==> src/rtl/swhf_pkg.sv <==
`default_nettype none

package swhf_pkg;

    localparam int SEQ_W      = 12;
    localparam int SEQ_SPACE  = 1 << SEQ_W;
    localparam int POS_W      = 32;
    localparam int CNT_W      = 16;
    localparam int FOLD_W     = 11;
    localparam int HITS_W     = 16;
    localparam int SPAN_W     = 32;
    localparam int HALF_W     = 12;
    localparam int CFG_IDX_W  = 2;
    localparam int CFG_DATA_W = 32;

    localparam logic [CNT_W-1:0] CNT_MAX = {CNT_W{1'b1}};

    localparam logic OP_HIT    = 1'b0;
    localparam logic OP_FINISH = 1'b1;

    localparam logic [CFG_IDX_W-1:0] REG_MIN_HITS  = 2'd0;
    localparam logic [CFG_IDX_W-1:0] REG_MIN_SPAN  = 2'd1;
    localparam logic [CFG_IDX_W-1:0] REG_HALF_SEQS = 2'd2;

    localparam logic [HALF_W-1:0] HALF_SEQS_RST = 12'd1;

    // one word of the per-sequence store
    typedef struct packed {
        logic             active;
        logic [CNT_W-1:0] count;
        logic [POS_W-1:0] first;
        logic [POS_W-1:0] last;
    } t_entry;

    typedef struct packed {
        logic              cand_valid;
        logic [FOLD_W-1:0] cand_seq;
        logic              overflow;
        logic              last;
    } t_result;

    typedef struct packed {
        logic             start;
        logic [SEQ_W-1:0] dividend;
        logic [SEQ_W-1:0] divisor;
    } t_fold_req;

    typedef struct packed {
        logic             done;
        logic [SEQ_W-1:0] rem;
    } t_fold_rsp;

endpackage

`default_nettype wire

==> src/rtl/swhf_fold.sv <==
`default_nettype none

// Restoring remainder, one dividend bit per cycle. A zero divisor leaves the
// dividend untouched, which is the "no fold" case.
module swhf_fold (
    input  wire logic                 i_clk,
    input  wire logic                 i_rst_n,
    input  wire swhf_pkg::t_fold_req  i_req,
    output swhf_pkg::t_fold_rsp       o_rsp
);
    import swhf_pkg::*;

    localparam int STEP_W = $clog2(SEQ_W + 1);

    logic              r_busy;
    logic              r_done;
    logic [STEP_W-1:0] r_step;
    logic [SEQ_W-1:0]  r_rem;
    logic [SEQ_W-1:0]  r_dvd;
    logic [SEQ_W-1:0]  r_div;
    logic [SEQ_W:0]    trial;
    logic [SEQ_W:0]    n_rem;

    always_comb begin
        trial = {r_rem, r_dvd[SEQ_W-1]};
        if (trial >= {1'b0, r_div}) begin
            n_rem = trial - {1'b0, r_div};
        end else begin
            n_rem = trial;
        end
    end

    always_ff @(posedge i_clk) begin
        if (!i_rst_n) begin
            r_busy <= 1'b0;
            r_done <= 1'b0;
            r_step <= '0;
        end else begin
            r_done <= 1'b0;
            if (i_req.start) begin
                r_busy <= 1'b1;
                r_step <= '0;
            end else if (r_busy) begin
                r_step <= r_step + STEP_W'(1);
                if (r_step == STEP_W'(SEQ_W - 1)) begin
                    r_busy <= 1'b0;
                    r_done <= 1'b1;
                end
            end
        end
    end

    always_ff @(posedge i_clk) begin
        if (i_req.start) begin
            r_rem <= '0;
            r_dvd <= i_req.dividend;
            r_div <= i_req.divisor;
        end else if (r_busy) begin
            r_rem <= n_rem[SEQ_W-1:0];
            r_dvd <= {r_dvd[SEQ_W-2:0], 1'b0};
        end
    end

    assign o_rsp.done = r_done;
    assign o_rsp.rem  = r_rem;

endmodule

`default_nettype wire

==> config.mk <==
export PLATFORM = sky130hd
export DESIGN_NAME = swhf_fold
export DESIGN_NICKNAME = d
export VERILOG_FILES = /design/src/rtl/swhf_pkg.sv /design/src/rtl/swhf_fold.sv
export SDC_FILE = /design/constraint.sdc
export NUM_CORES = 1
export LEC_CHECK = 0
export BUFFER_PORTS_ARGS = -buffer_cell sky130_fd_sc_hd__buf_2
export CORE_MARGIN = 2
export CORE_UTILIZATION = 55
export CTS_CLUSTER_DIAMETER = 60
export DETAILED_ROUTE_END_ITERATION = 8
export PLACE_DENSITY = 0.77
export SLEW_MARGIN = 10
export SYNTH_ARGS = -nofsm -noshare
export SYNTH_HDL_FRONTEND = slang
export SYNTH_SLANG_ARGS = --single-unit
==> constraint.sdc <==
create_clock -name i_clk -period 2.53 [get_ports i_clk]
set_input_delay 0.253 -clock i_clk [delete_from_list [all_inputs] [get_ports i_clk]]
set_output_delay 0.253 -clock i_clk [all_outputs]
set_load 0.02 [all_outputs]
* Word level (Yosys, flattened, before mapping)
Index checks and enable logic that the tools add are counted.
Word-level totals: register bits after elaboration 42, latch bits 0, memory bits (writable) 0, ROM bits 0, input port bits 27, output and inout port bits 13, word-level logic and storage cells 22, memories kept 0
Operators by class: $add $sub $neg 2, multipliers 0, divide/modulo/power cells 0, order comparisons 1, equality and inequality tests 1, shift operators 0, mux-type cells 7, bitwise operators 2, reduce and logical (&&, ||, !) cells 3
Operators with widths (count):
- $mux 12 | 3
- $ge 13x12->1 | 1
- $sub 12x12->12 | 1
- $add 4x1->4 const B | 1
- $eq 4x4->1 const B | 1
- $mux 1 | 4
- $reduce_or 3->1 | 1
- $not 1->1 | 2
- $reduce_bool 2->1 | 1
- $reduce_or 2->1 | 1

* Logic depth before layout (Yosys ltp)
depth in word-level cells 4, mapped depth 10, mapped depth without buffers 10

* Worst setup path after synthesis
Ideal clock, no wire load.
path type register to register, start register r_rem[9], end register r_rem[0], library setup time 0.079 ns, data arrival time 2.142 ns, required time 2.451 ns, path slack 0.309 ns, stages on the path, launching flop included 8, path buffers 0, period minus slack after synthesis 2.221 ns, cell sequence dfxtp_1 -> ha_1 -> a21o_1 -> a211o_1 -> a41oi_2 -> o31ai_4 -> mux2_4 -> a211oi_2
Between the ends: longest elaborated chain between the ends 2
Ends and longest elaborated chain:
- start: declaration | RTL line swhf_fold.sv:18 | logic [SEQ_W-1:0] r_rem;
- start signal: assignment | RTL line swhf_fold.sv:59 | r_rem <= n_rem[SEQ_W-1:0];
- $ge 13x12->1 | RTL line swhf_fold.sv:26 | if (trial >= {1'b0, r_div}) begin
- $mux 12 | RTL line swhf_fold.sv:26
Every way passes these cells. A chain may end at the register's enable or synchronous reset.

* Worst setup path after layout
start register r_div[10], end register r_rem[0]
Between the ends: longest elaborated chain between the ends 2
Ends and longest elaborated chain:
- start: declaration | RTL line swhf_fold.sv:20 | logic [SEQ_W-1:0] r_div;
- start signal: assignment | RTL line swhf_fold.sv:57 | r_div <= i_req.divisor;
- $ge 13x12->1 | RTL line swhf_fold.sv:26
- $mux 12 | RTL line swhf_fold.sv:26
Every way passes these cells.

==> results.ini <==
[worst_hold_path]
min_path_type = in -> reg

[synth]
synthSimpleGateAreaFrac_pct = 13.0
synthCells = 211
synth-compound-area-share_pct = 15.5
synthMuxAreaShare_pct = 8.99
yosysWarnings = 0
synth_xor_area_share_pct = 3.77
netlist_area_um2 = 2320
ys_seq_area_share_pct = 46.5
synth_flop_cell = edfxtp_1
synth_top_area_share_pct = 31.0
synth_top_cell_by_area = edfxtp_1
ys_types = 53
yosysMostFrequentCell = edfxtp_1
synth_area_leaders = edfxtp_1, dfxtp_1, ha_1, mux2_2, nor2_1
synth-seq-cells = 42
synth_common_cells = edfxtp_1, nor2_1, dfxtp_1, inv_1, ha_1
postSynthAreaPerCell_um2 = 11.0
async_flop_share_pct = 0
synth_edf_count = 24
synth_top_family_by_area = compound AO/OA/AOI/OAI gates
synth_fa_ha_area_share_pct = 7.86
syn_nets = 252

[timing]
slew-limit-headroom_pct = 58.5
min_period_ps = 2360
finalSetupViolCount = 0
hold_viol = 0
fin_skew_ps = 5.57
period_share_pct = 93.1
worst_pin_slew_ps = 623
drv_slew = 0
tns_ps = 0
rsz0062_at_grt = no
clock.fmax_ghz = 0.425

[die]
initial_core_util_pct = 57.7
boundaryPins = 40
die_w_um = 69.0
num_rows = 23
die-area_um2 = 4760
core_um2 = 4030
die-height_um = 69.0

[cts]
cts_made_buffers = 5
cts_root_buf = clkbuf_8
clk_path_buf_depth = 2
htree_num_levels = 2
cts_tree = yes
clk_pin_slew_ps = 80
insertion_delay_ps = 300
clkSinkCount = 42

[global_routing]
track_usage_pct = 20.9
grt-ovfl-total = 0
busiest_layer = met2
grt_pass1_vias = 1621
grt_max_degree = 32
grt_pass1_wl_um = 7200
grt_antenna_before_repair = 0
grt.met2_usage_pct = 34.5
grt_util_met3_pct = 3.73
met1_usage_pct = 26.0

[route]
first_pass_iters = 4
drcViolationCount = 0
vias_per_cell = 5.49
ant_nets = 0
routed-via-count = 1701
drtIter0Drc = 45
wl_per_cell_um = 14.2
wl_um = 4410

[placed_design]
place_congestion = 0.784
hpwl_um = 3200
portBuffers = 39

[power_and_ir_drop]
ir_drop_mv = 0.462
p_leak_nw = 1.14
powerDensity_nw_per_um2 = 673

[final_layout]
diodes = 0
fillers = 311
nets = 300
area_growth_pct = 18.5
final_core_util_pct = 68.3
drive_gt1_share_pct = 31.5

[worst_setup_path]
r2r_setup_slack_ps = 170
crit_fanout = 15
critPathArrivalTime_ps = 2580
endpoint_kind = register
worstPathRequired_ps = 2750
crit_path_start_kind = register
crit_type = reg -> reg

[job]
drv_cap = 0

[outcome]
status = finished, final reports clean

==> placed cells by master, fill, tap and decap left out, types with 5 or more instances in the layout <==
cell type | Yosys | layout
a211oi_1 | 7 | 6
a21oi_1 | 8 | 8
buf_2 | 0 | 39
buf_4 | 1 | 10
clkbuf_8 | 0 | 5
dfxtp_1 | 18 | 18
edfxtp_1 | 24 | 24
ha_1 | 13 | 13
inv_1 | 15 | 15
mux2_2 | 11 | 11
mux2i_1 | 7 | 7
nand2_1 | 8 | 8
nand2b_1 | 5 | 5
nand3_1 | 5 | 5
nor2_1 | 21 | 21
o21ai_0 | 5 | 5
xnor2_1 | 6 | 6
==> worst paths after layout <==
kind,start,endpoint,cells past startpoint
max,r_div[10]$_DFFE_PP_,r_rem[0]$_SDFFE_PP0P_,9
min,i_req[0],r_div[0]$_DFFE_PP_,1
max reg2reg,r_div[10]$_DFFE_PP_,r_rem[0]$_SDFFE_PP0P_,9
min reg2reg,r_step[2]$_SDFFE_PP0P_,r_done$_SDFF_PP0_,1
==> registers in the layout, summed over array words and instances, names as in the netlist <==
signal  cells
r_div      12
r_done      1
r_rem      12
r_busy      1
r_dvd      12
r_step      4
==> cell families (layout without fill, tap and decap cells) <==
family,count (synthesis),in the layout
AND/OR/NAND/NOR,59,59
flip-flops,42,42
XOR/XNOR,10,10
AO/OA/AOI/OAI,43,43
adder cells (fa/ha/maj),14,14
multiplexers,19,19
buffers and inverters,24,73
==> area by class of cell <==
class / instances / area [µm²] / share of cell area (%)
Clock inverter: 2 / 37.5 / 1.36
Tap cell: 50 / 62.6 / 2.27
Sequential cell: 42 / 1080 / 39.3
Clock buffer: 6 / 72.6 / 2.64
Multi-Input combinational cell: 145 / 1150 / 41.9
Timing Repair Buffer: 50 / 290 / 10.5
Inverter: 15 / 56.3 / 2.05
==> timing repair <==
| action | CTS | global route |
|---|---|---|
| hold buffers | 0 | 0 |
| gates resized for setup | 0 | 2 |
| setup buffers | 0 | 1 |
| setup endpoints to repair | 0 | 10 |
==> routing by layer <==
metal / routed length (µm) / vias up
met1: 1960 / 792
met2: 2200 / 32
met5: 0 / -
met3: 144 / 10
met4: 101 / 0
li1: - / 867
==> power by group <==
group / switching, mW / leakage [nW] / internal, mW
registers: 0.0330 / 0.387 / 0.784
clock network: 0.237 / 0.0514 / 0.294
logic: 0.273 / 0.700 / 0.231
total: 0.543 / 1.14 / 1.31
==> through the flow <==
step / cells / cell area [µm²] / worst slack [ps] / hold WS (ps) / total power [mW]
floorplan: 211 / 2320 / 309 / 352 / 1.18
global placement: 301 / 2610 / 116 / 430 / 1.30
detailed placement: 301 / 2610 / 41.3 / 431 / 1.31
CTS: 309 / 2720 / 9.67 / 119 / 1.84
global route: 310 / 2750 / 31.2 / 116 / 1.95
finish: 310 / 2750 / 175 / 125 / 1.85
==> worst max-delay path, stage by stage (launching register included) <==
cell and delay, ps:
edfxtp_1 330, inv_1 40, ha_1 380, a21o_1 190, a211o_1 300, a41oi_2 240, o31ai_4 120, buf_12 170
mux2_4 300, a211oi_2 210
Note: power is estimated with default switching activity, not from simulation.
